--- src/hdl/srf_pkg.sv ---
package srf_pkg;

    localparam int SampleWidth = 32;
    localparam int DiffWidth = SampleWidth + 1;
    localparam int CountWidth = 16;
    localparam int WarnWidth = CountWidth + 1;
    localparam int LimitWidth = 31;

    typedef enum logic [1:0] {
        VERDICT_ACCEPT  = 2'd0,
        VERDICT_REJECT  = 2'd1,
        VERDICT_WARNING = 2'd2
    } verdict_t;

    localparam logic [1:0] REG_ACCEPT_COUNT_LIMIT   = 2'd0;
    localparam logic [1:0] REG_DISTANCE_LIMIT       = 2'd1;
    localparam logic [1:0] REG_STEP_AMPLITUDE_LIMIT = 2'd2;
    localparam logic [1:0] REG_WARNING_COUNT_LIMIT  = 2'd3;

endpackage

--- src/hdl/spike_rejection_filter.sv ---
// Spike rejection filter for a stream of signed Q16.16 samples. Each input beat carries one
// sample and produces exactly one output beat holding either the sample itself or the last
// accepted value, with a verdict in m_tuser (0 accepted, 1 rejected as a spike, 2 warning
// after too many consecutive rejects). A sample is rejected when its distance from the last
// accepted value exceeds distance_limit while the acceptance counter is below
// accept_count_limit; a run of rejects whose successive samples stay within
// step_amplitude_limit lets a genuine step through once that limit is reached. The block
// takes one beat per clock cycle unless stalled and returns its result in the next cycle
// from a single output register; s_tready is low only while that register is full and
// m_tready is low. The four limits are written through the APB port at byte addresses
// 0, 4, 8 and 12, all reset to zero, and should be changed only while no beat is in flight.
module spike_rejection_filter (
    input  logic        aclk,
    input  logic        aresetn,
    input  logic        s_tvalid,
    output logic        s_tready,
    input  logic [31:0] s_tdata,   // [31:0] sample
    output logic        m_tvalid,
    input  logic        m_tready,
    output logic [31:0] m_tdata,   // [31:0] filtered_value
    output logic [1:0]  m_tuser,   // [1:0] verdict
    input  logic        psel,
    input  logic        penable,
    input  logic        pwrite,
    input  logic [3:0]  paddr,
    input  logic [31:0] pwdata,
    output logic [31:0] prdata,
    output logic        pready
);
    import srf_pkg::*;

    logic [CountWidth-1:0]  accept_count_limit_reg;
    logic [LimitWidth-1:0]  distance_limit_reg;
    logic [LimitWidth-1:0]  step_amplitude_limit_reg;
    logic [CountWidth-1:0]  warning_count_limit_reg;

    logic [SampleWidth-1:0] held_accepted_reg, held_accepted_next;
    logic [SampleWidth-1:0] last_rejected_reg, last_rejected_next;
    logic [CountWidth-1:0]  accept_counter_reg, accept_counter_next;
    logic [WarnWidth-1:0]   warning_counter_reg, warning_counter_next;

    logic                   m_tvalid_reg;
    logic [SampleWidth-1:0] m_tdata_reg, m_tdata_next;
    verdict_t               m_tuser_reg, m_tuser_next;

    logic                   s_accept;
    logic                   cfg_write;
    logic [DiffWidth-1:0]   held_diff, held_mag;
    logic [DiffWidth-1:0]   step_diff, step_mag;
    logic                   held_beyond, step_beyond, reject;

    assign pready    = 1'b1;
    assign cfg_write = psel && penable && pwrite;
    assign s_tready  = !m_tvalid_reg || m_tready;
    assign s_accept  = s_tvalid && s_tready;
    assign m_tvalid  = m_tvalid_reg;
    assign m_tdata   = m_tdata_reg;
    assign m_tuser   = m_tuser_reg;

    always_comb begin
        unique case (paddr[3:2])
            REG_ACCEPT_COUNT_LIMIT:   prdata = {16'd0, accept_count_limit_reg};
            REG_DISTANCE_LIMIT:       prdata = {1'b0, distance_limit_reg};
            REG_STEP_AMPLITUDE_LIMIT: prdata = {1'b0, step_amplitude_limit_reg};
            REG_WARNING_COUNT_LIMIT:  prdata = {16'd0, warning_count_limit_reg};
            default:                  prdata = '0;
        endcase
    end

    always_comb begin
        held_diff   = {s_tdata[31], s_tdata} - {held_accepted_reg[31], held_accepted_reg};
        held_mag    = held_diff[DiffWidth-1] ? (~held_diff + 1'b1) : held_diff;
        held_beyond = held_mag > {2'b00, distance_limit_reg};
        step_diff   = {s_tdata[31], s_tdata} - {last_rejected_reg[31], last_rejected_reg};
        step_mag    = step_diff[DiffWidth-1] ? (~step_diff + 1'b1) : step_diff;
        step_beyond = step_mag > {2'b00, step_amplitude_limit_reg};
        reject      = held_beyond && (accept_counter_reg < accept_count_limit_reg);

        if (reject) begin
            accept_counter_next  = step_beyond ? '0 : accept_counter_reg + 1'b1;
            warning_counter_next = warning_counter_reg + 1'b1;
            held_accepted_next   = held_accepted_reg;
            last_rejected_next   = s_tdata;
            m_tdata_next         = held_accepted_reg;
            m_tuser_next         = VERDICT_REJECT;
        end else begin
            accept_counter_next  = '0;
            warning_counter_next = '0;
            held_accepted_next   = s_tdata;
            last_rejected_next   = s_tdata;
            m_tdata_next         = s_tdata;
            m_tuser_next         = VERDICT_ACCEPT;
        end

        if (warning_counter_next > {1'b0, warning_count_limit_reg}) begin
            warning_counter_next = '0;
            m_tuser_next         = VERDICT_WARNING;
        end
    end

    always_ff @(posedge aclk) begin
        if (!aresetn) begin
            accept_count_limit_reg   <= '0;
            distance_limit_reg       <= '0;
            step_amplitude_limit_reg <= '0;
            warning_count_limit_reg  <= '0;
        end else if (cfg_write) begin
            unique case (paddr[3:2])
                REG_ACCEPT_COUNT_LIMIT:   accept_count_limit_reg   <= pwdata[CountWidth-1:0];
                REG_DISTANCE_LIMIT:       distance_limit_reg       <= pwdata[LimitWidth-1:0];
                REG_STEP_AMPLITUDE_LIMIT: step_amplitude_limit_reg <= pwdata[LimitWidth-1:0];
                REG_WARNING_COUNT_LIMIT:  warning_count_limit_reg  <= pwdata[CountWidth-1:0];
                default: begin
                end
            endcase
        end
    end

    always_ff @(posedge aclk) begin
        if (!aresetn) begin
            held_accepted_reg   <= '0;
            last_rejected_reg   <= '0;
            accept_counter_reg  <= '0;
            warning_counter_reg <= '0;
            m_tvalid_reg        <= 1'b0;
        end else begin
            if (s_accept) begin
                held_accepted_reg   <= held_accepted_next;
                last_rejected_reg   <= last_rejected_next;
                accept_counter_reg  <= accept_counter_next;
                warning_counter_reg <= warning_counter_next;
                m_tvalid_reg        <= 1'b1;
            end else if (m_tready) begin
                m_tvalid_reg        <= 1'b0;
            end
        end
    end

    always_ff @(posedge aclk) begin
        if (s_accept) begin
            m_tdata_reg <= m_tdata_next;
            m_tuser_reg <= m_tuser_next;
        end
    end

`ifndef NO_ASSERTIONS
    // Every verdict leaves the held value equal to the value just produced.
    a_output_matches_held: assert property (@(posedge aclk) disable iff (!aresetn)
        m_tvalid |-> m_tdata == held_accepted_reg)
        else $error("output value differs from held accepted value");

    // An accepted sample resets the reject tracking to the same level.
    a_accept_aligns_state: assert property (@(posedge aclk) disable iff (!aresetn)
        m_tvalid && m_tuser == VERDICT_ACCEPT |->
            last_rejected_reg == held_accepted_reg && accept_counter_reg == '0)
        else $error("accepted beat left inconsistent reject state");

    a_accept_gives_result: assert property (@(posedge aclk) disable iff (!aresetn)
        s_accept |=> m_tvalid)
        else $error("accepted beat produced no result");

    a_warning_clears_counter: assert property (@(posedge aclk) disable iff (!aresetn)
        m_tvalid && m_tuser == VERDICT_WARNING |-> warning_counter_reg == '0)
        else $error("warning issued without clearing its counter");

    a_warning_counter_bound: assert property (@(posedge aclk) disable iff (!aresetn)
        warning_counter_reg <= {1'b1, {CountWidth{1'b0}}})
        else $error("warning counter out of range");
`endif

endmodule

--- config.mk ---
export PLATFORM = sky130hd
export DESIGN_NAME = spike_rejection_filter
export DESIGN_NICKNAME = d
export VERILOG_FILES = /design/src/hdl/srf_pkg.sv /design/src/hdl/spike_rejection_filter.sv
export SDC_FILE = /design/constraint.sdc
export NUM_CORES = 1
export LEC_CHECK = 0
export BUFFER_PORTS_ARGS = -buffer_cell sky130_fd_sc_hd__buf_2
export CAP_MARGIN = 15
export CORE_MARGIN = 2
export CORE_UTILIZATION = 54
export CTS_CLUSTER_DIAMETER = 150
export CTS_CLUSTER_SIZE = 10
export DETAILED_ROUTE_END_ITERATION = 8
export PLACE_DENSITY_LB_ADDON = 0.12
export REMOVE_ABC_BUFFERS = 1
export SYNTH_ARGS = -nofsm -noshare
export SYNTH_HDL_FRONTEND = slang
export SYNTH_SLANG_ARGS = --single-unit
--- constraint.sdc ---
create_clock -name aclk -period 11.7 [get_ports aclk]
set_input_delay 0.585 -clock aclk [delete_from_list [all_inputs] [get_ports aclk]]
set_output_delay 0.585 -clock aclk [all_outputs]
set_load 0.03 [all_outputs]
==> results.toml, run 1 <==
[run_status]
status = "complete, no violations"

[sta]
min_period_ns = 10.07
fin_skew_ns = 0.01456
worst_pin_slew_ns = 1.014
clock.fmax_ghz = 0.09932
post-route-period-util_pct = 86.06
tns_ns = 0
timing.hold.ws_ns = 0.2850
hold_violations = 0
rsz0062_at_grt = "no"
setup_viol = 0
drv_slew = 0
slew_headroom_pct = 32.43
setup_ws_ns = 1.632

[placement]
gp_congestion = 0.9212
placed_cell_area_mm2 = 0.01827
portBuffers = 138
placedCellCount = 2718
dp.final_hpwl_um = 39460
place_ws_ns = 1.404

[route]
drc = 0
drt-pass1-iter-count = 7
vias = 16400
drtAntennaViolNets = 0
wl_per_cell_um = 18.65
drt_first_iter_violations = 1115
vias_per_cell = 5.946
wirelength_um = 51440

[pwr]
peakVddDrop_mv = 0.1294
finalPower_mw = 2.580
p_leak_nw = 7.444
p_per_area_mw_per_mm2 = 135.6

[worst_setup_path]
cp_max_fo = 62
arrival_ns = 10.54
slowest_stage = "a211oi_2"
crit_type = "reg2reg"
slowest_delay_ns = 0.58
r2r_setup_slack_ns = 1.63
required_ns = 12.18
critPathLaunchType = "flop"
critPathMostFrequentCell = "o21ai_0"
cp-end-kind = "flop"

[yosys]
yosys.area.top_type = "dfxtp_1"
async_reset_ff_share_pct = 0
synthCells = 2263
synth_area_mm2 = 0.01736
synth_common_cells = "nand2_1 (397), a21oi_1 (232), dfxtp_1 (192), inv_1 (190), ha_1 (161)"
ys_ff_latch = 226
synth_top_area_share_pct = 22.14
ys_seq_area_share_pct = 28.02
yosysMostFrequentCell = "nand2_1"
yosys_warnings = 0
synth_edf_count = 34
synth_ff_type = "dfxtp_1"
syn_avg_cell_area_um2 = 7.673
synth.distinct_cells = 85
synth.area.top_cells = "dfxtp_1 (22%), ha_1 (12%), nand2_1 (8.6%)"

[die]
die_y_um = 183.3
initial_utilization_pct = 54.89
num_rows = 65
coreArea_mm2 = 0.03164
die_w_um = 183.3
dieArea_mm2 = 0.03361
io_pins = 144

[global_routing]
grt_pass1_wl_um = 80690
grt_max_degree = 96
grt_pass1_vias = 15410
gr-total-overflow = 0
grt_util_all_layers_pct = 29.94
antenna_found_initial = 0

[hold_path]
hold_path.class = "in2reg"

[clock_network]
ctsHtreeMaxLevel = 1
postCtsSetupRepairBufs = 0
cts_sinks = 226
numCtsBuffers = 26
cts_hold_buf = 0
tritoncts = "done"
path_clk_slew_ns = 0.06
clock_latency_ns = 0.55
ctsResizeCount = 0
clock_path_buffers = 3
clockRootBuffer = "clkbuf_16"

[layout]
fin_area_mm2 = 0.01903
drive_gt1_share_pct = 10.02
fin_cells = 2758
nets = 2584
nFillCells = 2954
diodes = 0
postLayoutCoreUtil_pct = 60.15
area_growth_pct = 9.591

[flow_run]
max_cap_violations = 0
## layout by cell type, fill, tap and decap left out, types with 9 or more instances in the layout
master | netlist | final
nand2_1 | 397 | 395
a21oi_1 | 232 | 232
dfxtp_1 | 192 | 192
inv_1 | 190 | 189
ha_1 | 161 | 161
nor2_1 | 158 | 157
buf_2 | 14 | 138
o21ai_0 | 98 | 97
xnor2_1 | 65 | 65
nand3_1 | 64 | 64
xor2_1 | 51 | 51
mux2i_1 | 47 | 47
a21o_1 | 44 | 44
edfxtp_1 | 34 | 34
nand4_1 | 32 | 32
clkbuf_16 | 0 | 28
a31oi_1 | 27 | 27
nor3_1 | 27 | 27
and3_1 | 25 | 25
nor2b_1 | 21 | 21
buf_4 | 5 | 19
o211ai_1 | 18 | 18
o21a_1 | 17 | 17
a22o_1 | 17 | 17
mux4_2 | 16 | 16
a221o_1 | 15 | 15
a211oi_1 | 14 | 14
o31ai_1 | 13 | 13
nor4_1 | 12 | 12
nand2b_1 | 11 | 11
or2_2 | 10 | 10
or3_1 | 10 | 10
clkbuf_1 | 75 | 10
and2_1 | 9 | 9
## logic make-up after synthesis
kind of cell,count (synthesis),share of synthesized area [%]
simple gates,803,20.80
compound gates,590,21.64
buf+inv,295,6.716
flops,226,28.02
fa+ha+maj,163,11.83
xor+xnor,116,5.851
mux,68,5.109
other cells,2,0.04325
## area by class of cell
cell class	instances	area [um^2]	area share, %
multi-input cells	1742	11350	59.64
flip-flops and latches	226	4865	25.56
repair buffers	159	855.8	4.497
clock buffers	38	738.2	3.879
inverters	191	719.4	3.781
well taps	402	503.0	2.643
## worst paths after layout
kind / startpoint / to / cells after the start
worst max-delay path: held_accepted_reg[0]$_SDFFE_PN0P_ / warning_counter_reg[3]$_SDFFE_PN0P_ / 37
worst min-delay path: s_tvalid / m_tvalid$_SDFFE_PN0P_ / 3
worst max register to register: held_accepted_reg[0]$_SDFFE_PN0P_ / warning_counter_reg[3]$_SDFFE_PN0P_ / 37
worst min register to register: last_rejected_reg[13]$_SDFFE_PN0P_ / last_rejected_reg[13]$_SDFFE_PN0P_ / 2
## power by group
group,internal (mW),switching [mW]
Sequential,0.832,0.0154
Combinational,0.370,0.618
Clock,0.428,0.317
Total,1.63,0.950
## worst max-delay path: cells and delay by family (launching register included)
family | cells | cell delay (ns)
fa+ha+maj | 4 | 1.25
compound gates | 16 | 3.96
flops | 1 | 0.32
buf+inv | 1 | 0.48
simple gates | 15 | 3.78
xor+xnor | 1 | 0.17
## per-layer routing
metal	vias to the layer above	global-route usage [%]	routed length (um)
li1	8120	-	-
met1	7659	39.07	22710
met2	525	50.77	23720
met3	96	3.674	3018
met4	0	11.20	1989
met5	-	0	0
Power figures use the tool's default switching activity.
==> run 2, diff against run 1 <==
--- a/config.mk
+++ b/config.mk
@@ -5,15 +5,16 @@
 export SDC_FILE = /design/constraint.sdc
 export NUM_CORES = 1
 export LEC_CHECK = 0
-export BUFFER_PORTS_ARGS = -buffer_cell sky130_fd_sc_hd__buf_2
 export CAP_MARGIN = 15
 export CORE_MARGIN = 2
 export CORE_UTILIZATION = 54
 export CTS_CLUSTER_DIAMETER = 150
 export CTS_CLUSTER_SIZE = 10
 export DETAILED_ROUTE_END_ITERATION = 8
-export PLACE_DENSITY_LB_ADDON = 0.12
+export DONT_BUFFER_PORTS = 1
+export PLACE_DENSITY = 0.78
 export REMOVE_ABC_BUFFERS = 1
 export SYNTH_ARGS = -nofsm -noshare
 export SYNTH_HDL_FRONTEND = slang
 export SYNTH_SLANG_ARGS = --single-unit
+export TNS_END_PERCENT = 30
==> results.toml, run 2 (synthesized netlist as in run 1, its figures left out) <==
[pwr]
p_sw_uw = 941.9
p_per_area_mw_per_mm2 = 138.8
p_sw_share_pct = 37.04
power_frac_clock_pct = 29.5
peakVddDrop_mv = 0.1132
p_leak_nw = 6.837
power_frac_seq_pct = 34.7
p_int_mw = 1.601
combinationalPowerShare_pct = 35.9

[route]
vias_per_cell = 6.196
drtAntennaViolNets = 0
drt-pass1-iter-count = 5
wirelength_um = 49690
vias = 16230
wl_per_cell_um = 18.97
drc = 0
drt_first_iter_violations = 1286

[flow_run]
max_cap_violations = 0

[sta]
hold_violations = 0
setup_viol = 0
tns_ns = 0
drv_slew = 0
clock.fmax_ghz = 0.09828
timing.hold.ws_ns = 0.1470
slew_headroom_pct = 18.67
min_period_ns = 10.17
fin_skew_ns = 0.02234
worst_pin_slew_ns = 1.210
rsz0062_at_grt = "no"
post-route-period-util_pct = 86.96

[clock_network]
cts_sinks = 226
clock_path_buffers = 3
clock_latency_ns = 0.57
path_clk_slew_ns = 0.07
numCtsBuffers = 26
tritoncts = "done"
ctsResizeCount = 0
clockRootBuffer = "clkbuf_16"
ctsHtreeMaxLevel = 1
cts_hold_buf = 0
postCtsSetupRepairBufs = 0

[die]
dieArea_mm2 = 0.03361
num_rows = 65
io_pins = 144
die_w_um = 183.3
die_y_um = 183.3
initial_utilization_pct = 54.89
coreArea_mm2 = 0.03164

[worst_setup_path]
critPathMostFrequentCell = "o21ai_0"
slowest_delay_ns = 1.00
arrival_ns = 10.65
cp-end-kind = "flop"
required_ns = 12.18
r2r_setup_slack_ns = 1.53
critPathLaunchType = "flop"
crit_end = "warning_counter_reg[3]$_SDFFE_PN0P_"
crit_type = "reg2reg"
slowest_stage = "o31ai_1"
r2r-end = "warning_counter_reg[3]$_SDFFE_PN0P_"
cp_max_fo = 15
crit_start = "held_accepted_reg[0]$_SDFFE_PN0P_"
timing.rr.start = "held_accepted_reg[0]$_SDFFE_PN0P_"
rr_worst_depth = 37

[global_routing]
grt_pass1_vias = 15380
gr-total-overflow = 0
grt_pass1_wl_um = 79790
antenna_found_initial = 0
grt_max_degree = 90
grt_util_all_layers_pct = 29.14

[layout]
final_common_cell = "nand2_1"
postLayoutCoreUtil_pct = 57.92
area_growth_pct = 5.534
fin_cells = 2619
nets = 2444
drive_gt1_share_pct = 4.330
diodes = 0
mostFrequentLayoutCells = "nand2_1 (396), a21oi_1 (232), dfxtp_1 (192)"

[placement]
dp.final_hpwl_um = 37700
portBuffers = 0
gp_congestion = 0.9643
placedCellCount = 2578

[run_status]
status = "complete, no violations"

[hold_path]
hold_path.class = "in2reg"
run 2: worst min-delay path by stage:
stage                                             from                                 end  depth (start not counted)
floorplan           last_rejected_reg[10]$_SDFFE_PN0P_  last_rejected_reg[10]$_SDFFE_PN0P_                          2
global placement    last_rejected_reg[12]$_SDFFE_PN0P_  last_rejected_reg[12]$_SDFFE_PN0P_                          2
detailed placement  last_rejected_reg[27]$_SDFFE_PN0P_  last_rejected_reg[27]$_SDFFE_PN0P_                          2
CTS                                         s_tdata[4]   last_rejected_reg[4]$_SDFFE_PN0P_                          2
global route                                 pwdata[7]  distance_limit_reg[7]$_SDFFE_PN0P_                          2
finish                                      s_tdata[4]   last_rejected_reg[4]$_SDFFE_PN0P_                          2
run 2: critical path, delay by kind of cell, from the launching register on:
| kind | cells | cell delay [ns] |
|---|---|---|
| compound gates | 17 | 4.62 |
| simple gates | 15 | 3.87 |
| xor+xnor | 1 | 0.17 |
| flops | 1 | 0.33 |
| fa+ha+maj | 4 | 1.08 |
run 2: final cells by class:
class | instances | area, um^2
clock inverters | 1 | 16.27
flip-flops and latches | 226 | 4865
fillers | 2878 | 13310
well taps | 402 | 503.0
multi-input cells | 1742 | 11350
repair buffers | 19 | 153.9
inverters | 191 | 719.4
clock buffers | 38 | 716.9
run 2: routing by layer:
layer  global-route usage, %  part of all wire (%)  wire length [um]
met2                   49.56                    46             23110
met4                   9.152                   3.0              1479
met1                   38.21                    42             20940
met5                       0                     0                 0
met3                   4.230                   8.4              4164
run 2: through the flow:
stage / area (um^2) / setup WS [ns] / power, mW
floorplan: 16920 / 1.933 / 1.563
CTS: 18300 / 1.695 / 2.538
global placement: 17570 / 1.585 / 1.760
finish: 18330 / 1.525 / 2.543
global route: 18330 / 0.6356 / 2.691
detailed placement: 17570 / 1.481 / 1.792
run 2: power groups by stage:
stage               clock [mW]  sequential [mW]  combinational (mW)
floorplan                    0            0.892               0.672
global placement             0            0.897               0.863
detailed placement           0            0.897               0.894
CTS                      0.759            0.881               0.898
global route             0.791            0.885                1.01
finish                   0.749            0.881               0.913
